File: src/sv/assert_macros.svh
// Assertion macros shared by the RTL modules of the row-subset remap core.
`ifndef ASSERT_MACROS_SVH
`define ASSERT_MACROS_SVH

// Check that a property holds at every clock edge outside reset.
`define SRSR_ASSERT(label, clk, rst_n, prop) \
	label: assert property (@(posedge clk) disable iff (!(rst_n)) (prop)) \
		else $error("srsr assertion failed");

// Check that a condition implies a consequence in the same cycle.
`define SRSR_ASSERT_IMP(label, clk, rst_n, ante, cons) \
	label: assert property (@(posedge clk) disable iff (!(rst_n)) (ante) |-> (cons)) \
		else $error("srsr implication failed");

// Check that a condition implies a consequence in the next cycle.
`define SRSR_ASSERT_NXT(label, clk, rst_n, ante, cons) \
	label: assert property (@(posedge clk) disable iff (!(rst_n)) (ante) |=> (cons)) \
		else $error("srsr next-cycle implication failed");

`endif

File: src/sv/srsr_pkg.sv
// Package with constants, codes and control types of the row-subset remap core.
`default_nettype none

package srsr_pkg;

	// Key table geometry
	localparam int KEY_SLOTS = 256;
	localparam int IDX_W     = (KEY_SLOTS > 1) ? $clog2(KEY_SLOTS) : 1;
	localparam int CNT_W     = $clog2(KEY_SLOTS + 1);
	localparam int POS_EXT_W = (IDX_W > 8) ? IDX_W : 8;

	// Input item kinds
	localparam logic [1:0] KIND_CLEAR = 2'd0;
	localparam logic [1:0] KIND_LOAD  = 2'd1;
	localparam logic [1:0] KIND_ENTRY = 2'd2;
	localparam logic [1:0] KIND_CLOSE = 2'd3;

	// Result kinds
	localparam logic RES_ENTRY   = 1'b0;
	localparam logic RES_POINTER = 1'b1;

	// Commands from controller to datapath
	typedef struct packed {
		logic clear;
		logic load;
		logic scan_start;
		logic scan;
		logic emit;
		logic emit_close;
	} srsr_cmd_t;

	// Status from datapath to controller
	typedef struct packed {
		logic keys_empty;
		logic hit;
		logic miss_done;
		logic out_free;
	} srsr_status_t;

endpackage

`default_nettype wire

File: src/sv/srsr_ctrl.sv
// Controller state machine: accepts items, sequences key scans and result emission.
`default_nettype none
`include "assert_macros.svh"

module srsr_ctrl
	import srsr_pkg::*;
(
	input  wire logic         clk,
	input  wire logic         arst_n,
	input  wire logic         in_valid,
	input  wire logic [1:0]   in_kind,
	output logic              in_ready,
	input  wire srsr_status_t status,
	output srsr_cmd_t         cmd
);

	localparam logic [1:0] ST_IDLE = 2'd0;
	localparam logic [1:0] ST_SCAN = 2'd1;
	localparam logic [1:0] ST_EMIT = 2'd2;

	logic [1:0] state_q;
	logic [1:0] state_d;
	logic       close_q;
	logic       accept;

	// Take a transaction only while idle
	assign in_ready = (state_q == ST_IDLE);
	assign accept   = in_valid && in_ready;

	// Decode commands
	always_comb begin
		cmd.clear      = accept && (in_kind == KIND_CLEAR);
		cmd.load       = accept && (in_kind == KIND_LOAD);
		cmd.scan_start = accept && (in_kind == KIND_ENTRY) && !status.keys_empty;
		cmd.scan       = (state_q == ST_SCAN);
		cmd.emit       = (state_q == ST_EMIT) && status.out_free;
		cmd.emit_close = close_q;
	end

	// Next state
	always_comb begin
		state_d = state_q;
		case (state_q)
			ST_IDLE: begin
				if (accept) begin
					case (in_kind)
						KIND_ENTRY: if (!status.keys_empty) state_d = ST_SCAN;
						KIND_CLOSE: state_d = ST_EMIT;
						default:    state_d = ST_IDLE;
					endcase
				end
			end
			ST_SCAN: begin
				if (status.hit) state_d = ST_EMIT;
				else if (status.miss_done) state_d = ST_IDLE;
			end
			ST_EMIT: begin
				if (status.out_free) state_d = ST_IDLE;
			end
			default: state_d = ST_IDLE;
		endcase
	end

	// Hold state and the kind of result being produced
	always_ff @(posedge clk or negedge arst_n) begin
		if (!arst_n) begin
			state_q <= ST_IDLE;
			close_q <= 1'b0;
		end else begin
			state_q <= state_d;
			if (accept) close_q <= (in_kind == KIND_CLOSE);
		end
	end

	`SRSR_ASSERT_NXT(a_hit_emits, clk, arst_n, cmd.scan && status.hit, state_q == ST_EMIT)
	`SRSR_ASSERT_NXT(a_emit_waits, clk, arst_n, (state_q == ST_EMIT) && !status.out_free,
		state_q == ST_EMIT)
	`SRSR_ASSERT_NXT(a_start_scans, clk, arst_n, cmd.scan_start,
		(state_q == ST_SCAN) && !close_q)

endmodule

`default_nettype wire

File: config.mk
export PLATFORM = sky130hd
export DESIGN_NAME = srsr_ctrl
export DESIGN_NICKNAME = d
export VERILOG_FILES = /design/src/sv/srsr_pkg.sv /design/src/sv/srsr_ctrl.sv
export VERILOG_INCLUDE_DIRS = /design/src /design/src/sv
export SDC_FILE = /design/constraint.sdc
export NUM_CORES = 1
export LEC_CHECK = 0
export BUFFER_PORTS_ARGS = -buffer_cell sky130_fd_sc_hd__buf_2
export CAP_MARGIN = 20
export CORE_AREA = 2 2 39 41
export CTS_CLUSTER_SIZE = 30
export DETAILED_ROUTE_END_ITERATION = 8
export DIE_AREA = 0 0 41 43
export PLACE_DENSITY = 0.42
export SYNTH_ARGS = -nofsm -noshare
export SYNTH_HDL_FRONTEND = slang
export SYNTH_SLANG_ARGS = --single-unit
export TNS_END_PERCENT = 5
File: constraint.sdc
create_clock -name clk -period 1.4 [get_ports clk]
set_clock_uncertainty 0.05 [all_clocks]
set_input_delay 0.35 -clock clk [delete_from_list [all_inputs] [get_ports clk]]
set_output_delay 0.35 -clock clk [all_outputs]
set_load 0.03 [all_outputs]
==> results of run 1 <==
[report_power, final]
group	switching, uW	total, uW	internal [uW]
clock network	50.0	157	107
registers	5.52	101	95.8
logic	74.7	144	69.4
total	130	403	272
[per-layer routing]
layer	routed length [um]	up-vias
li1	-	122
met1	281	101
met2	226	13
met3	64	0
met4	0	0
met5	0	-
[area by class of cell]
cell class | count | area (um^2) | area share
timing repair buffer | 21 | 153 | 0.356
multi-input combinational | 15 | 151 | 0.353
sequential | 3 | 75.1 | 0.175
clock buffer | 4 | 26.3 | 0.0612
tap | 16 | 20.0 | 0.0466
inverter | 1 | 3.75 | 0.00875
[final timing paths]
kind                                   startpoint                      to  slack [ns]  cells past startpoint
min                                     status[3]  state_q[0]$_DFFE_PN0P_        0.28                      2
min in group asynchronous                  arst_n  state_q[1]$_DFFE_PN0P_        0.40                      2
min reg2reg                   close_q$_DFFE_PN0P_     close_q$_DFFE_PN0P_        0.44                      1
max reg2reg                state_q[1]$_DFFE_PN0P_  state_q[0]$_DFFE_PN0P_        0.13                      3
max in group asynchronous                  arst_n  state_q[0]$_DFFE_PN0P_        0.80                      2
max                        state_q[0]$_DFFE_PN0P_                  cmd[5]       -0.33                      3
[worst register-to-register path, stage by stage, from the launching register on]
cell and delay (ns):
dfrtp_1 0.39, buf_6 0.14, or4b_1 0.52, o31ai_1 0.08
[metrics by stage]
stage	instances	util	power (uW)
after floorplan	20	-	172
after global placement	55	0.247	222
after detailed placement	55	0.247	222
after CTS	60	0.294	406
after global routing	60	0.310	432
final	60	0.310	403
[registers in the layout, indices dropped and copies added, names as in the netlist]
name	cells
state_q	2
close_q	1
[cell usage in the layout (no fill, tap or decap), drive strengths merged]
| cell | count |
|---|---|
| buf | 20 |
| clkbuf | 4 |
| dfrtp | 3 |
| nor3 | 3 |
| nor2 | 2 |
| or3b | 2 |
| nor2b | 1 |
| inv | 1 |
| nand4bb | 1 |
| nand2 | 1 |
| o2bb2ai | 1 |
| or4b | 1 |
| o31ai | 1 |
| nand3b | 1 |
| o211ai | 1 |
| dlygate4sd3 | 1 |
[cells by family after synthesis]
logic type,share of synthesized area
buffers and inverters,0.0596
AO/OA/AOI/OAI,0.126
flip-flops,0.397
AND/OR/NAND/NOR,0.417
[repair_timing]
| action | in CTS | in global routing |
|---|---|---|
| resized for setup | 10 | 3 |
| hold buffers | 1 | 0 |
| endpoints found under the hold margin | 3 | 0 |
| setup endpoints to repair | 6 | 6 |
| pin swaps | 1 | 0 |
==> run summary, run 1 <==
pwr dens = 938 nW/um^2
hpwl dp = 441 um
# port buffers = 15
worst hold path class = in2reg
failing checks = setup timing
dominant synthesized flop cell = dfrtp_1
Die H = 43 um
H-tree Lvls = 1
max-cap violations = 0
DP Worst Slack = -0.232 ns
Setup CP Type = reg2out
fraction of layout cells with a size suffix above 1 = 0.659
hold slack final = 0.279 ns
DRT Wirelength = 573 um
I/O Pins = 16
FMAX = 0.579 GHz
CP top delay family = simple AND/OR/NAND/NOR gates
Initial DRC Count = 0
Post-Synthesis Cell Area = 189 um^2
grt ovf = 0
Crit path buffers/inverters = 1
first-pass GRT wire length = 952 um
met2 usage in global routing = 0.0969
largest area contributor in the netlist = dfrtp_1
Tcrit/Tclk final = 1.23
Setup crit start kind = register
register area share after synthesis = 0.397
Synthesis Warnings = 0
largest net degree at the start of global routing = 8
CP arrival = 1.33 ns
Setup Buffers After CTS = 0
final slew viol count = 0
top post-synthesis cells by count = 3 x dfrtp_1, 3 x nor3_1, 2 x nor2_1, 2 x or3b_1
most area-consuming cells after synthesis = dfrtp_1 40%, or3b_1 9.3%, nor3_1 7.9%, nand4bb_1 6.0%, or4b_1 5.3%
drt first pass iters = 1
DRC viols = 0
FP Rows = 14
vias = 236
clk slew on worst S/H paths = 0.04 ns
post-synth cell types = 14
filler instances = 143
clk buf depth = 2
Routed Antenna Nets = 0
VDD IR max = 295 uV
setup_tns = -1.04 ns
CP Cell Sequence = or3b_4, nor3_4, buf_6
gr usage total = 0.0815
Post-Syn Nets = 29
Design Area, Final = 429 um^2
Post-synth EDFFs = 0
required time worst endpoint = 1.00 ns
ys async rst share = 1.00
slew margin rel. = 0.865
setup ws final = -0.328 ns
Post-DP Area = 342 um^2
Top Usage Layer GRT = met1
met1 usage = 0.120
Final Hold Vio Count = 0
Die W = 41 um
Core Footprint = 1380 um^2
leakage = 0.000198 uW
post-synth top area share = 0.397
Initial Utilization = 0.137
Mapped Cells = 20
status = complete, but fails checks
GPL Wtd Cong = 0.713
Slew @ Worst Pin = 0.201 ns
slowest stage delay, CP = 0.44 ns
crit-path max FO = 3
Setup Viol. Count Final = 6
Area Growth Syn to Fin = 127%
crit end category = output pin
CP max-delay cell = or3b_4
Vias/cell = 3.93
unrepaired setup endpoints after global routing = yes
Mean Syn Cell Area = 9.45 um^2
CTS Sinks = 3
DR WL/cell = 9.55 um
worst skew pair latency = 0.23 ns
#FFs+latches synth = 3
grt met3 use = 0.00524
total die area = 1760 um^2
# diodes = 0
TritonCTS buffer count = 3
antenna violations before repair = 0
CTS root buf = clkbuf_4
CTS tree = built
nets = 54
vias in the first global route = 225
min Tclk post-route = 1.73 ns
Note: power is estimated with default switching activity, not from simulation.
==> inputs of run 2 (changes only) <==
--- a/config.mk
+++ b/config.mk
@@ -6,13 +6,14 @@
 export SDC_FILE = /design/constraint.sdc
 export NUM_CORES = 1
 export LEC_CHECK = 0
+export ABC_AREA = 1
 export BUFFER_PORTS_ARGS = -buffer_cell sky130_fd_sc_hd__buf_2
 export CAP_MARGIN = 20
 export CORE_AREA = 2 2 39 41
 export CTS_CLUSTER_SIZE = 30
 export DETAILED_ROUTE_END_ITERATION = 8
 export DIE_AREA = 0 0 41 43
-export PLACE_DENSITY = 0.42
+export PLACE_DENSITY = 0.46
 export SYNTH_ARGS = -nofsm -noshare
 export SYNTH_HDL_FRONTEND = slang
 export SYNTH_SLANG_ARGS = --single-unit
==> run 2 against run 1 <==
Effect of this change: the flow still finishes with violations (setup timing); non-clock buffer count rose by 3; synthesized area increased by 25%; first-iteration DRC count up 2; sequential power rose by 5%; synthesized cell count up 90%; highest routed layer unchanged.
==> run summary, run 2 <==
final non-filler cell total = 81 (was 60)
max-cap violations = 0 (unchanged)
biggest registers after layout = state_q x2, close_q x1 (unchanged)
Initial DRC Count = 2 (was 0)
Post-Synthesis Cell Area = 236 um^2 (was 189 um^2)
most area-consuming cells after synthesis = dfrtp_1 32%, nand2_1 16%, nand3_1 13%, inv_1 11%, nor2_1 7.9% (was dfrtp_1 40%, or3b_1 9.3%, nor3_1 7.9%, nand4bb_1 6.0%, or4b_1 5.3%)
clk slew on worst S/H paths = 0.04 ns (about the same)
register area share after synthesis = 0.317 (was 0.397)
worst hold path class = in2reg (unchanged)
Die W = 41 um (unchanged)
hold slack final = 0.316 ns (was 0.279 ns)
hpwl dp = 535 um (was 441 um)
status = complete, but fails checks (unchanged)
ys async rst share = 1.00 (unchanged)
Worst R2R Setup Slack = 0.13 ns (about the same)
pwr dens = 949 nW/um^2 (was 938 nW/um^2)
filler instances = 152 (was 143)
Post-DP Area = 388 um^2 (was 342 um^2)
Setup CP Type = reg2out (unchanged)
TritonCTS buffer count = 3 (unchanged)
vias = 319 (was 236)
largest net degree at the start of global routing = 5 (was 8)
dominant synthesized flop cell = dfrtp_1 (unchanged)
setup_tns = -0.607 ns (was -1.04 ns)
Vias/cell = 3.94 (was 3.93)
Design Area, Final = 492 um^2 (was 429 um^2)
#FFs+latches synth = 3 (unchanged)
Register-to-Register Path Depth = 7 (was 3)
worst skew pair latency = 0.23 ns (about the same)
multi-input logic area = 155 um^2 (was 151 um^2)
I/O Pins = 16 (unchanged)
FMAX = 0.653 GHz (was 0.579 GHz)
worst hold path depth = 2 (unchanged)
# diodes = 0 (unchanged)
slew margin rel. = 0.887 (was 0.865)
Die H = 43 um (unchanged)
commonest non-fill, non-tap cell in the layout = buf_2 (unchanged)
DRT Wirelength = 641 um (was 573 um)
FP Rows = 14 (unchanged)
vias in the first global route = 338 (was 225)
Largest Register = state_q (unchanged)
grt ovf = 0 (unchanged)
min Tclk post-route = 1.53 ns (was 1.73 ns)
leakage = 0.000273 uW (was 0.000198 uW)
setup ws final = -0.132 ns (was -0.328 ns)
top post-synthesis cells by count = 10 x nand2_1, 7 x inv_1, 6 x nand3_1 (was 3 x dfrtp_1, 3 x nor3_1, 2 x nor2_1, 2 x or3b_1)
CP arrival = 1.13 ns (was 1.33 ns)
post-synth cell types = 12 (was 14)
H-tree Lvls = 1 (unchanged)
unrepaired setup endpoints after global routing = yes (unchanged)
largest area contributor in the netlist = dfrtp_1 (unchanged)
Mean Syn Cell Area = 6.22 um^2 (was 9.45 um^2)
fraction of layout cells with a size suffix above 1 = 0.538 (was 0.659)
failing checks = setup timing (unchanged)
Post-synth EDFFs = 0 (unchanged)
VDD IR max = 611 uV (was 295 uV)
Area Growth Syn to Fin = 108% (was 127%)
DP Worst Slack = -0.0253 ns (was -0.232 ns)
gr usage total = 0.102 (was 0.0815)
clk buf depth = 2 (unchanged)
nets = 75 (was 54)
Synthesis Warnings = 0 (unchanged)
Initial Utilization = 0.171 (was 0.137)
CTS Sinks = 3 (unchanged)
crit-path max FO = 3 (unchanged)
total die area = 1760 um^2 (unchanged)
Mapped Cells = 38 (was 20)
Post-Syn Nets = 47 (was 29)
GPL Wtd Cong = 0.697 (was 0.713)
Final Hold Vio Count = 0 (unchanged)
Routed Antenna Nets = 0 (unchanged)
DRC viols = 0 (unchanged)
Largest register FFs = 2 (unchanged)
required time worst endpoint = 1.00 ns (about the same)
Setup crit start kind = register (unchanged)
most frequent cell after synthesis = nand2_1
commonest non-fill, non-tap cells in the layout = 9 x buf_2, 8 x nand2_1, 8 x buf_4, 7 x inv_1, 6 x buf_6 (was 9 x buf_2, 7 x buf_4, 4 x buf_6, 3 x clkbuf_4, 3 x dfrtp_1)
register area = 75.1 um^2 (unchanged)
final slew viol count = 0 (unchanged)
# port buffers = 15 (unchanged)
DR WL/cell = 7.91 um (was 9.55 um)
drt first pass iters = 4 (was 1)
crit end category = output pin (unchanged)
Tcrit/Tclk final = 1.09 (was 1.23)
CTS tree = built (unchanged)
placed insts = 74 (was 55)
first-pass GRT wire length = 1230 um (was 952 um)
Slew @ Worst Pin = 0.169 ns (was 0.201 ns)
Core Footprint = 1380 um^2 (unchanged)
CTS root buf = clkbuf_4 (unchanged)
post-synth top area share = 0.317 (was 0.397)
Setup Viol. Count Final = 6 (unchanged)
antenna violations before repair = 0 (unchanged)
-- run 2: area by class of cell --
cell class | instances | area share
repair buffers | 24 | 0.372
multi-input cells | 26 | 0.316
flip-flops and latches | 3 | 0.153
inverters | 8 | 0.0662
clock buffers | 4 | 0.0534
well taps | 16 | 0.0407
-- run 2: worst max-delay path, stage by stage (launching register included) --
cell     delay, ns
dfrtp_1       0.39
nor2_4        0.16
nand2_4       0.08
nor3_4        0.11
buf_6         0.15
-- run 2: where the power goes --
part / switching [uW] / internal [uW]
logic: 113 / 96.7
registers: 8.56 / 97.9
clock network: 43.6 / 107
-- run 2: stage by stage --
stage / power [uW] / utilization
3_3_place_gp: 280 / 0.280
2_1_floorplan: 215 / -
3_5_place_dp: 281 / 0.280
4_1_cts: 477 / 0.353
6_report: 467 / 0.355
5_1_grt: 506 / 0.355
-- run 2: routing by layer --
| layer | wire length (um) | track usage | vias to the layer above |
|---|---|---|---|
| li1 | - | - | 169 |
| met1 | 247 | 0.123 | 138 |
| met2 | 336 | 0.150 | 12 |
| met3 | 56 | 0.0471 | 0 |
| met4 | 0 | 0.0400 | 0 |
| met5 | 0 | 0 | - |
-- run 2: timing repair --
item,CTS,global route
endpoints found under the setup margin,6,6
pin swaps,3,1
cloned,0,0
setup buffers,2,0
gates resized for setup,15,1
hold buffers,1,0
hold endpoints to repair,3,0
-- run 2: final timing paths --
path	startpoint	to
worst min-delay path	status[3]	state_q[0]$_DFFE_PN0P_
worst max register to register	state_q[1]$_DFFE_PN0P_	close_q$_DFFE_PN0P_
max in group asynchronous	arst_n	state_q[0]$_DFFE_PN0P_
min in group asynchronous	arst_n	close_q$_DFFE_PN0P_
worst min register to register	close_q$_DFFE_PN0P_	close_q$_DFFE_PN0P_
worst max-delay path	state_q[1]$_DFFE_PN0P_	cmd[5]
-- run 2: kinds of logic after synthesis --
group                  synth area share
AND/OR/NAND/NOR                   0.476
buffers and inverters             0.159
flip-flops                        0.317
AO/OA/AOI/OAI                    0.0476
